--- src/sv/assert_macros.svh ---
// ---------------------------------------------------------------------------
// Assertion macros
// Shared helpers for concurrent checks in the RTL.
// ---------------------------------------------------------------------------
`ifndef ASSERT_MACROS_SVH
`define ASSERT_MACROS_SVH

// Check that cons holds in the same cycle as ante.
`define ASSERT_IMPLY(name, clk, rst, ante, cons) \
   name: assert property (@(posedge clk) disable iff (rst) (ante) |-> (cons)) \
      else $error("implication check failed");

// Check that cons follows ante, with the delay given by the argument n.
`define ASSERT_LATENCY(name, clk, rst, ante, cons, n) \
   name: assert property (@(posedge clk) disable iff (rst) (ante) |-> ##n (cons)) \
      else $error("latency check failed");

`endif

--- src/sv/sva_pkg.sv ---
// ---------------------------------------------------------------------------
// Sound voice allocator package
// Widths, reset values and constants of the voice allocator.
// ---------------------------------------------------------------------------
package sva_pkg;

   // Voice pool size
   localparam int DEFAULT_VOICES = 8;

   // Field widths
   localparam int ID_W     = 8;
   localparam int VOL_W    = 7;
   localparam int SEP_W    = 8;
   localparam int TICK_W   = 32;
   localparam int VOICE_W  = 3;
   localparam int HANDLE_W = 16;
   localparam int PAN_W    = 8;

   // Configuration space: six single-instance id registers
   localparam int NUM_SINGLE = 6;
   localparam int CSR_IDX_W  = 3;
   localparam int CSR_ADDR_W = 5;
   localparam int CSR_DATA_W = 32;

   localparam logic [ID_W-1:0] SINGLE_RESET [NUM_SINGLE] =
      '{8'd10, 8'd11, 8'd12, 8'd13, 8'd22, 8'd1};

   // Handle restarts here after the counter wraps to zero
   localparam logic [HANDLE_W-1:0] HANDLE_RESTART = 16'd100;

   // Volume: scale by four, clamp to the mixer maximum
   localparam logic [VOL_W-1:0] VOL_MAX       = 7'd64;
   localparam logic [VOL_W-1:0] VOL_CLAMP_MIN = 7'd17;

   // Pan center
   localparam logic [SEP_W:0] SEP_CENTER = 9'd128;

endpackage

--- src/sv/sound_voice_allocator.sv ---
// A request taken at a clock edge passes the input register, then the result register, to its result strobe.
// Throughput: one request per cycle; busy stays low and the receiver cannot stall.
// Voice choice, freeing and oldest search run as one parallel compare stage.
// Reset clears all voices to inactive, the handle counter to zero and the
// single-instance id registers to their defaults.
// ---------------------------------------------------------------------------
// Sound voice allocator
// Assigns a mixer voice per sound start, stealing the oldest voice when full.
// ---------------------------------------------------------------------------
`include "assert_macros.svh"

module sound_voice_allocator
   import sva_pkg::*;
#(
   parameter int VOICES = DEFAULT_VOICES
) (
   input  logic                       clock,
   input  logic                       reset,
   // request channel
   input  logic                       start,
   output logic                       busy,
   input  logic [ID_W-1:0]            req_sound_id,
   input  logic [VOL_W-1:0]           req_volume,
   input  logic [SEP_W-1:0]           req_separation,
   input  logic [TICK_W-1:0]          req_now_tick,
   // result channel
   output logic                       rsp_valid,
   output logic [VOICE_W-1:0]         rsp_voice,
   output logic [HANDLE_W-1:0]        rsp_handle,
   output logic [VOL_W-1:0]           rsp_mix_volume,
   output logic signed [PAN_W-1:0]    rsp_mix_pan,
   output logic                       rsp_stolen,
   // configuration port
   input  logic                       csr_psel,
   input  logic                       csr_penable,
   input  logic                       csr_pwrite,
   input  logic [CSR_ADDR_W-1:0]      csr_paddr,
   input  logic [CSR_DATA_W-1:0]      csr_pwdata,
   output logic [CSR_DATA_W-1:0]      csr_prdata,
   output logic                       csr_pready
);

   localparam int IDX_W = $clog2(VOICES);

   // Configuration registers
   logic [ID_W-1:0]       single_id_ff [NUM_SINGLE];
   logic [CSR_IDX_W-1:0]  csr_idx;
   logic                  csr_wr;

   // Input register
   logic                  req_valid_ff;
   logic [ID_W-1:0]       id_ff;
   logic [VOL_W-1:0]      vol_ff;
   logic [SEP_W-1:0]      sep_ff;
   logic [TICK_W-1:0]     now_ff;

   // Voice state
   logic [VOICES-1:0]     active_ff;
   logic [VOICES-1:0]     active_in;
   logic [TICK_W-1:0]     tick_ff [VOICES];
   logic [ID_W-1:0]       sid_ff  [VOICES];
   logic [HANDLE_W-1:0]   handle_cnt_ff;
   logic [HANDLE_W-1:0]   handle_cnt_in;
   logic [HANDLE_W-1:0]   handle_issue;

   // Allocation logic
   logic                  single_hit;
   logic [VOICES-1:0]     id_match;
   logic [VOICES-1:0]     kill_oh;
   logic [VOICES-1:0]     act_now;
   logic [VOICES-1:0]     free_vec;
   logic [VOICES-1:0]     free_low;
   logic [VOICES-1:0]     older;
   logic [VOICES-1:0]     win_oh;
   logic [VOICES-1:0]     steal_oh;
   logic [VOICES-1:0]     pick_oh;
   logic                  any_free;
   logic [IDX_W-1:0]      pick_idx;

   // Result shaping
   logic [VOL_W-1:0]      mix_vol;
   logic signed [SEP_W:0] sep_diff;
   logic signed [SEP_W:0] sep_adj;
   logic signed [SEP_W:0] pan_wide;

   // Result register
   logic                  rsp_valid_ff;
   logic [IDX_W-1:0]      rsp_idx_ff;
   logic [HANDLE_W-1:0]   rsp_handle_ff;
   logic [VOL_W-1:0]      rsp_vol_ff;
   logic [PAN_W-1:0]      rsp_pan_ff;
   logic                  rsp_stolen_ff;
   logic [IDX_W+VOICE_W-1:0] voice_wide;

   // ------------------------------------------------------------------
   // Configuration port
   // ------------------------------------------------------------------
   assign csr_pready = 1'b1;
   assign csr_idx    = csr_paddr[CSR_ADDR_W-1:2];
   assign csr_wr     = csr_psel & csr_penable & csr_pwrite & csr_pready;

   // Write a single-instance id; drop writes beyond the register list
   always_ff @(posedge clock) begin
      if (reset) begin
         for (int k = 0; k < NUM_SINGLE; k++) begin
            single_id_ff[k] <= SINGLE_RESET[k];
         end
      end else if (csr_wr && (csr_idx < CSR_IDX_W'(NUM_SINGLE))) begin
         single_id_ff[csr_idx] <= csr_pwdata[ID_W-1:0];
      end
   end

   // Read back the addressed register
   always_comb begin
      csr_prdata = '0;
      if (csr_idx < CSR_IDX_W'(NUM_SINGLE)) begin
         csr_prdata[ID_W-1:0] = single_id_ff[csr_idx];
      end
   end

   // ------------------------------------------------------------------
   // Input register
   // ------------------------------------------------------------------
   assign busy = 1'b0;

   always_ff @(posedge clock) begin
      if (reset) begin
         req_valid_ff <= 1'b0;
      end else begin
         req_valid_ff <= start & ~busy;
      end
   end

   always_ff @(posedge clock) begin
      if (start && !busy) begin
         id_ff  <= req_sound_id;
         vol_ff <= req_volume;
         sep_ff <= req_separation;
         now_ff <= req_now_tick;
      end
   end

   // ------------------------------------------------------------------
   // Voice selection
   // ------------------------------------------------------------------

   // Match the id against the single-instance list
   always_comb begin
      single_hit = 1'b0;
      for (int k = 0; k < NUM_SINGLE; k++) begin
         if (single_id_ff[k] == id_ff) begin
            single_hit = 1'b1;
         end
      end
   end

   // Free the lowest active voice playing the same single-instance id
   always_comb begin
      for (int v = 0; v < VOICES; v++) begin
         id_match[v] = active_ff[v] & (sid_ff[v] == id_ff);
         older[v]    = tick_ff[v] < now_ff;
      end
   end

   assign kill_oh  = single_hit ? (id_match & (~id_match + 1'b1)) : '0;
   assign act_now  = active_ff & ~kill_oh;
   assign free_vec = ~act_now;
   assign free_low = free_vec & (~free_vec + 1'b1);
   assign any_free = |free_vec;

   // Oldest voice: started before now, lowest index on equal ticks
   always_comb begin
      for (int i = 0; i < VOICES; i++) begin
         win_oh[i] = older[i];
         for (int j = 0; j < VOICES; j++) begin
            if (j < i) begin
               if (older[j] && !(tick_ff[i] < tick_ff[j])) begin
                  win_oh[i] = 1'b0;
               end
            end else if (j > i) begin
               if (older[j] && (tick_ff[j] < tick_ff[i])) begin
                  win_oh[i] = 1'b0;
               end
            end
         end
      end
   end

   // Fall back to voice 0 when no voice is older than now
   assign steal_oh = (|win_oh) ? win_oh : VOICES'(1);
   assign pick_oh  = any_free ? free_low : steal_oh;

   always_comb begin
      pick_idx = '0;
      for (int v = 0; v < VOICES; v++) begin
         if (pick_oh[v]) begin
            pick_idx = pick_idx | IDX_W'(v);
         end
      end
   end

   assign active_in = act_now | pick_oh;

   // Advance the voice activity
   always_ff @(posedge clock) begin
      if (reset) begin
         active_ff <= '0;
      end else if (req_valid_ff) begin
         active_ff <= active_in;
      end
   end

   // Record tick and id of the chosen voice
   always_ff @(posedge clock) begin
      for (int v = 0; v < VOICES; v++) begin
         if (req_valid_ff && pick_oh[v]) begin
            tick_ff[v] <= now_ff;
            sid_ff[v]  <= id_ff;
         end
      end
   end

   // ------------------------------------------------------------------
   // Handle counter
   // ------------------------------------------------------------------
   assign handle_issue  = (handle_cnt_ff == '0) ? HANDLE_RESTART : handle_cnt_ff;
   assign handle_cnt_in = handle_issue + 1'b1;

   always_ff @(posedge clock) begin
      if (reset) begin
         handle_cnt_ff <= '0;
      end else if (req_valid_ff) begin
         handle_cnt_ff <= handle_cnt_in;
      end
   end

   // ------------------------------------------------------------------
   // Volume and pan
   // ------------------------------------------------------------------
   assign mix_vol = (vol_ff >= VOL_CLAMP_MIN) ? VOL_MAX : {vol_ff[VOL_W-3:0], 2'b00};

   // Halve toward zero; the result always lies within the pan range
   assign sep_diff = $signed({1'b0, sep_ff} - SEP_CENTER);
   assign sep_adj  = sep_diff + $signed({{SEP_W{1'b0}}, sep_diff[SEP_W]});
   assign pan_wide = sep_adj >>> 1;

   // ------------------------------------------------------------------
   // Result register
   // ------------------------------------------------------------------
   always_ff @(posedge clock) begin
      if (reset) begin
         rsp_valid_ff <= 1'b0;
      end else begin
         rsp_valid_ff <= req_valid_ff;
      end
   end

   always_ff @(posedge clock) begin
      if (req_valid_ff) begin
         rsp_idx_ff    <= pick_idx;
         rsp_handle_ff <= handle_issue;
         rsp_vol_ff    <= mix_vol;
         rsp_pan_ff    <= pan_wide[PAN_W-1:0];
         rsp_stolen_ff <= ~any_free;
      end
   end

   assign voice_wide     = {{VOICE_W{1'b0}}, rsp_idx_ff};
   assign rsp_valid      = rsp_valid_ff;
   assign rsp_voice      = voice_wide[VOICE_W-1:0];
   assign rsp_handle     = rsp_handle_ff;
   assign rsp_mix_volume = rsp_vol_ff;
   assign rsp_mix_pan    = $signed(rsp_pan_ff);
   assign rsp_stolen     = rsp_stolen_ff;

   // ------------------------------------------------------------------
   // Assertions
   // ------------------------------------------------------------------
   `ASSERT_LATENCY(a_req_to_rsp, clock, reset, start && !busy, rsp_valid, 2)
   `ASSERT_IMPLY(a_handle_range, clock, reset, rsp_valid, rsp_handle >= HANDLE_RESTART)
   `ASSERT_IMPLY(a_voice_active, clock, reset, rsp_valid, active_ff[rsp_idx_ff])
   `ASSERT_IMPLY(a_volume_max, clock, reset, rsp_valid, rsp_mix_volume <= VOL_MAX)

endmodule

--- config.mk ---
export PLATFORM = sky130hd
export DESIGN_NAME = sound_voice_allocator
export DESIGN_NICKNAME = d
export VERILOG_FILES = /design/src/sv/sva_pkg.sv /design/src/sv/sound_voice_allocator.sv
export VERILOG_INCLUDE_DIRS = /design/src /design/src/sv
export SDC_FILE = /design/constraint.sdc
export NUM_CORES = 2
export LEC_CHECK = 0
export BUFFER_PORTS_ARGS = -buffer_cell sky130_fd_sc_hd__buf_2
export CAP_MARGIN = 20
export CORE_MARGIN = 2
export CORE_UTILIZATION = 45
export CTS_BUF_LIST = sky130_fd_sc_hd__clkbuf_8
export DETAILED_ROUTE_END_ITERATION = 10
export GPL_TIMING_DRIVEN = 0
export HOLD_SLACK_MARGIN = 0.12
export PLACE_DENSITY_LB_ADDON = 0.05
export SETUP_SLACK_MARGIN = 0.2
export SKIP_CTS_REPAIR_TIMING = 1
export SYNTH_ARGS = -nofsm -noshare
export SYNTH_HDL_FRONTEND = slang
export SYNTH_SLANG_ARGS = --single-unit
--- constraint.sdc ---
create_clock -name clock -period 5.43 [get_ports clock]
set_input_delay 0.2715 -clock clock [delete_from_list [all_inputs] [get_ports clock]]
set_output_delay 0.2715 -clock clock [all_outputs]
set_load 0.05 [all_outputs]
## Word level (Yosys, flattened, before mapping)

Memory sizes are Yosys's and may differ from the RTL's.
Cells that the tools add are included.

| operators by class | value |
|---|---|
| equality and inequality tests | 14 |
| bitwise operators | 19 |
| divide/modulo/power cells | 0 |
| multipliers | 0 |
| shift operators | 0 |
| add/subtract/negate cells | 5 |
| mux-type cells | 137 |
| magnitude comparators | 38 |
| reduce and logical (&&, ||, !) cells | 113 |

Operators by type and width:

| operator | number |
|---|---|
| $lt 32x32->1 | 36 |
| $mux 32 | 7 |
| $reduce_or 32->1 | 7 |
| $eq 8x8->1 | 14 |
| $mux 1 | 100 |
| $mux 8 | 12 |
| $reduce_or 8->1 | 10 |
| $logic_and 1x1->1 | 65 |
| $mux 3 | 15 |
| $not 8->8 | 4 |
| $logic_not 1->1 | 28 |
| $and 8x8->8 | 3 |
| $add 16x1->16 const B | 1 |
| $add 8x1->8 const B | 2 |
| $logic_not 16->1 | 1 |
| $mux 16 | 1 |
| $and 1x1->1 | 10 |
| $add 9x2->9 | 1 |
| $sub 8x8->9 const B | 1 |
| $or 8x8->8 | 1 |
| $ge 7x5->1 const B | 1 |
| $mux 2 | 2 |
| $reduce_or 4->1 | 1 |
| $lt 3x3->1 const B | 1 |
| 2 further kinds | 2 |

| storage, ports and cells | value |
|---|---|
| input port bits | 98 |
| RAM bits | 368 |
| memories kept | 3 |
| bits in read-only memories | 0 |
| word-level logic and storage cells | 345 |
| output and inout port bits | 70 |
| flip-flop bits (word level) | 116 |
| latch bits | 0 |

Memory list:

| name | depth | bits a word | rd ports | clocked after memory_dff | wr ports | line | source |
|---|---|---|---|---|---|---|---|
| tick_ff | 8 | 32 | 8 | 0 | 1 | sound_voice_allocator.sv:60 | `logic [TICK_W-1:0] tick_ff [VOICES];` |
| sid_ff | 8 | 8 | 8 | 0 | 1 | sound_voice_allocator.sv:61 | `logic [ID_W-1:0] sid_ff [VOICES];` |
| single_id_ff | 6 | 8 | 7 | 0 | 6 | sound_voice_allocator.sv:46 | `logic [ID_W-1:0] single_id_ff [NUM_SINGLE];` |

## Depth between registers and ports, before layout

An unclocked memory read counts as a cell.

| depth | value |
|---|---|
| word-level depth | 27 |
| gate-level depth with buffers | 13 |
| mapped depth without buffers | 12 |

## Worst setup path after synthesis

Ideal clock, no wire load.

| timing path | value |
|---|---|
| path kind | reg-to-reg |
| start | register now_ff[17] |
| end | memory sid_ff[6][0], in the netlist sid_ff[1][16] (enable) |
| cell stages (with the launch flop) | 13 |
| arrival time | 5.129 ns |
| library setup time | 0.448 ns |
| required time | 4.982 ns |
| slack | -0.147 ns |
| path buffers | 0 |
| period minus slack after synthesis | 5.577 ns |
| cells stage by stage | edfxtp_1 inv_1 ha_1 a21oi_1 o21ai_0 a2111oi_0 or4b_4 a211oi_4 o221ai_1 a2111oi_1 nand3_1 nand2b_1 a21boi_1 |

| between the ends | value |
|---|---|
| cells in the longest elaborated chain, start to end | 23 |
| elaborated cells between the ends (all ways) | 168 |
| classes of those cells | order compare: 8; mux: 88; reduce/logical: 72 |

Ends and longest elaborated chain:

| element | line | source |
|---|---|---|
| start: declaration | sound_voice_allocator.sv:55 | `logic [TICK_W-1:0] now_ff;` |
| start signal: assignment | sound_voice_allocator.sv:139 | `now_ff <= req_now_tick;` |
| $lt 32x32->1 | sound_voice_allocator.sv:161 | `older[v] = tick_ff[v] < now_ff;` |
| $logic_and 1x1->1 (on tied branches) | sound_voice_allocator.sv:181, sound_voice_allocator.sv:177 |  |
| $mux 1 (on tied branches) (7 in a row) | sound_voice_allocator.sv:181, sound_voice_allocator.sv:177 |  |
| $reduce_or 8->1 | sound_voice_allocator.sv:190 | `assign steal_oh = (\|win_oh) ? win_oh : VOICES'(1);` |
| $mux 8 (*) | sound_voice_allocator.sv:190 |  |
| $mux 8 (*) | sound_voice_allocator.sv:191 | `assign pick_oh = any_free ? free_low : steal_oh;` |
| $logic_and 1x1->1 | sound_voice_allocator.sv:216 | `if (req_valid_ff && pick_oh[v]) begin` |
| $mux 1 | sound_voice_allocator.sv:216 |  |
| $mux 1 (not written as such) | sound_voice_allocator.sv:218 | `sid_ff[v] <= id_ff;` |
| $reduce_or 8->1 (no line) | - |  |
| $mux 3 (no line) / $mux 1 (equally long branches) (7 in a row) | - |  |
| end: declaration | sound_voice_allocator.sv:61 |  |

Mark *: on every way between the ends. The rest lies on a longest branch, timed or not.

==> results.json <==
{
  "setup_ws_ns": 0.244,
  "relSlewSlack": 0.201,
  "mostFrequentLayoutCell": "ha_1",
  "synth-main-ff-cell": "edfxtp_1",
  "end_kind": "register",
  "critical_path_arrival_ns": 5.62,
  "cts_inserted_buffers": 85,
  "dr.first_iter.drc_count": 2975,
  "die_area_um2": 97100,
  "worst_pin_slew_ns": 1.17,
  "port_buffers": 111,
  "grt_start_max_net_pins": 41,
  "final_cell_mix": "ha_1 (1,119), edfxtp_1 (456), a21oi_1 (371)",
  "synthArstFlopShare": 0,
  "drive_gt1_frac": 0.0814,
  "slew_viol_final": 0,
  "synth_mux_area_frac": 0.00682,
  "power_density_nw_per_um2": 184,
  "synth-seq-area-share": 0.334,
  "synthAdderAreaFrac": 0.329,
  "synth_edf_count": 456,
  "grt_antenna_before_repair": 5,
  "die_w_um": 312,
  "period_needed_ns": 5.19,
  "cts_tree": "yes",
  "critPathKind": "reg -> reg",
  "drt-total-wl_um": 156000,
  "hold_viol_final": 0,
  "fmax_mhz": 193,
  "syn_inst": 4095,
  "clock_latency_ns": 0.77,
  "num_vias": 34800,
  "overflow": 0,
  "rsz0062_at_grt": "yes",
  "clock-sinks": 482,
  "cp-start-kind": "register",
  "grt_pass1_wl_um": 222000,
  "synth_xor_area_frac": 0.0259,
  "final_util": 0.511,
  "synthesis.area_um2": 42600,
  "final.setup_skew_ns": 0.0483,
  "vias_per_cell": 6.03,
  "ios": 168,
  "cts.clk_slew.worst_paths_ns": 0.07,
  "outcome": "finished, final reports clean",
  "crit_required_ns": 5.86,
  "row_count": 112,
  "fin_total_pwr_uw": 8810,
  "pre_cts_ws_ns": -0.961,
  "synth-seq-cells": 482,
  "ys_warn_count": 0,
  "htreeDepth": 3,
  "antenna_left": 0,
  "synth-simple-area-share": 0.121,
  "drc": 0,
  "synth_compound_area_frac": 0.149,
  "syn_area_per_cell_um2": 10.4,
  "root_buffer": "clkbuf_8",
  "fin_nets": 5655,
  "cts_max_path_buffers": 3,
  "coreArea_um2": 93500,
  "globalplace.congestion": 1.03,
  "min_path_type": "in -> reg",
  "syn2layout_area_growth_pct": 12.3,
  "setup_viol": 0,
  "hpwl_um": 121000,
  "die_h_um": 312,
  "track_usage": 0.313,
  "irDropWorstVdd_mv": 0.195,
  "start_util": 0.455,
  "firstDrtPassIters": 6,
  "post-route-period-util": 0.955,
  "cap_violations": 0,
  "routedWlPerCell_um": 27.0,
  "tns_ns": 0,
  "critPathMaxFanout": 24,
  "synth_top_family_by_area": "adder cells",
  "power_leakage_uw": 0.0214,
  "grt_pass1_vias": 33100,
  "yosysUniqueCellTypes": 83
}
-- cell usage after synthesis (all sizes together) (16+ instances only) --
cell type  number  area [µm²]
ha           1119       14000
edfxtp        456       13700
a21oi         371        1860
inv           287        1080
nand2         251         942
o21ai         194         971
nor2          172         646
nand4         166        1040
a21o          120         901
nand3          94         470
a211oi         64         503
xnor2          63         552
xor2           63         552
and2           50         313
nor3           50         250
nand2b         49         307
buf            47         322
and4           43         379
nor2b          34         213
a221oi         30         263
nor4           29         181
o21a           28         210
dfxtp          26         521
a2111oi        23         216
clkbuf         21        78.8
o211ai         18         135
a31oi          16         100
-- registers in the layout (all words and copies together), names as in the netlist, 3 cells and up --
| register | flops |
|---|---|
| handle_cnt_ff | 16 |
| id_ff | 8 |
| sid_ff | 64 |
| now_ff | 32 |
| tick_ff | 256 |
| single_id_ff | 48 |
| sep_ff | 8 |
| rsp_mix_pan | 8 |
| rsp_voice | 3 |
| vol_ff | 7 |
| rsp_handle | 16 |
| rsp_mix_volume | 5 |
| active_ff | 8 |
-- where the power goes --
| part | internal (µW) | total [µW] | switching (µW) |
|---|---|---|---|
| registers | 4200 | 4320 | 126 |
| logic | 444 | 1230 | 787 |
| clock network | 1630 | 3260 | 1630 |
-- stage by stage --
stage | std cells | instance area [µm²] | hold slack [ns]
after CTS | 5664 | 46800 | -0.379
final | 5763 | 47800 | 0.174
after global routing | 5763 | 47800 | 0.168
after floorplan | 4121 | 42700 | 0.370
after global placement | 5486 | 44800 | 0.449
after detailed placement | 5508 | 45100 | 0.450
-- worst max-delay path, cell delays in order, from the launching register on --
cell and delay [ns]:
edfxtp_1 0.49, inv_1 0.32, ha_1 0.32, a21o_1 0.16
a21oi_1 0.15, o221ai_1 0.35, or4b_2 0.73, a21oi_1 0.42
o21ai_0 0.25, a2111oi_2 0.51, o2111ai_2 0.32, a211oi_2 0.34
and2_4 0.23, buf_12 0.20
-- layer usage --
| metal | part of all wire | GRT usage | routed length [µm] |
|---|---|---|---|
| met5 | 0.00018 | 0 | 28 |
| met4 | 0.053 | 0.144 | 8200 |
| met3 | 0.057 | 0.0453 | 8870 |
| met2 | 0.45 | 0.496 | 69600 |
| met1 | 0.44 | 0.422 | 69000 |
-- cell families (layout without fill, tap and decap cells) --
logic type                 Yosys count  after routing
and+or+nand+nor                    994            995
adders and majority gates         1119           1119
buffers and inverters              356            741
DFF                                482            482
other                                2             30
AOI/OAI and AO/OA                  997            997
muxes                               19             19
xor gates and xnor gates           126            126
-- cell type report --
type | count | area (µm²)
buffer | 68 | 400
tap | 1254 | 1570
clock inverter | 68 | 403
clock buffer | 88 | 1210
inverter | 288 | 1090
antenna | 2 | 5.00
timing repair buffer | 229 | 1780
sequential | 482 | 14200
multi-input combinational | 3284 | 27100
fill | 8612 | 45700
-- path summary, 6_finish.rpt --
| check | from | endpoint | slack, ns | depth (start not counted) |
|---|---|---|---|---|
| max | tick_ff[0][53] | tick_ff[1][103] | 0.24 | 13 |
| min | csr_pwrite | single_id_ff[5][6] | 0.17 | 4 |
| min reg2reg | handle_cnt_ff[12] | handle_cnt_ff[12] | 0.53 | 2 |
| max reg2reg | tick_ff[0][53] | tick_ff[1][103] | 0.24 | 13 |
Power figures use the tool's default switching activity.
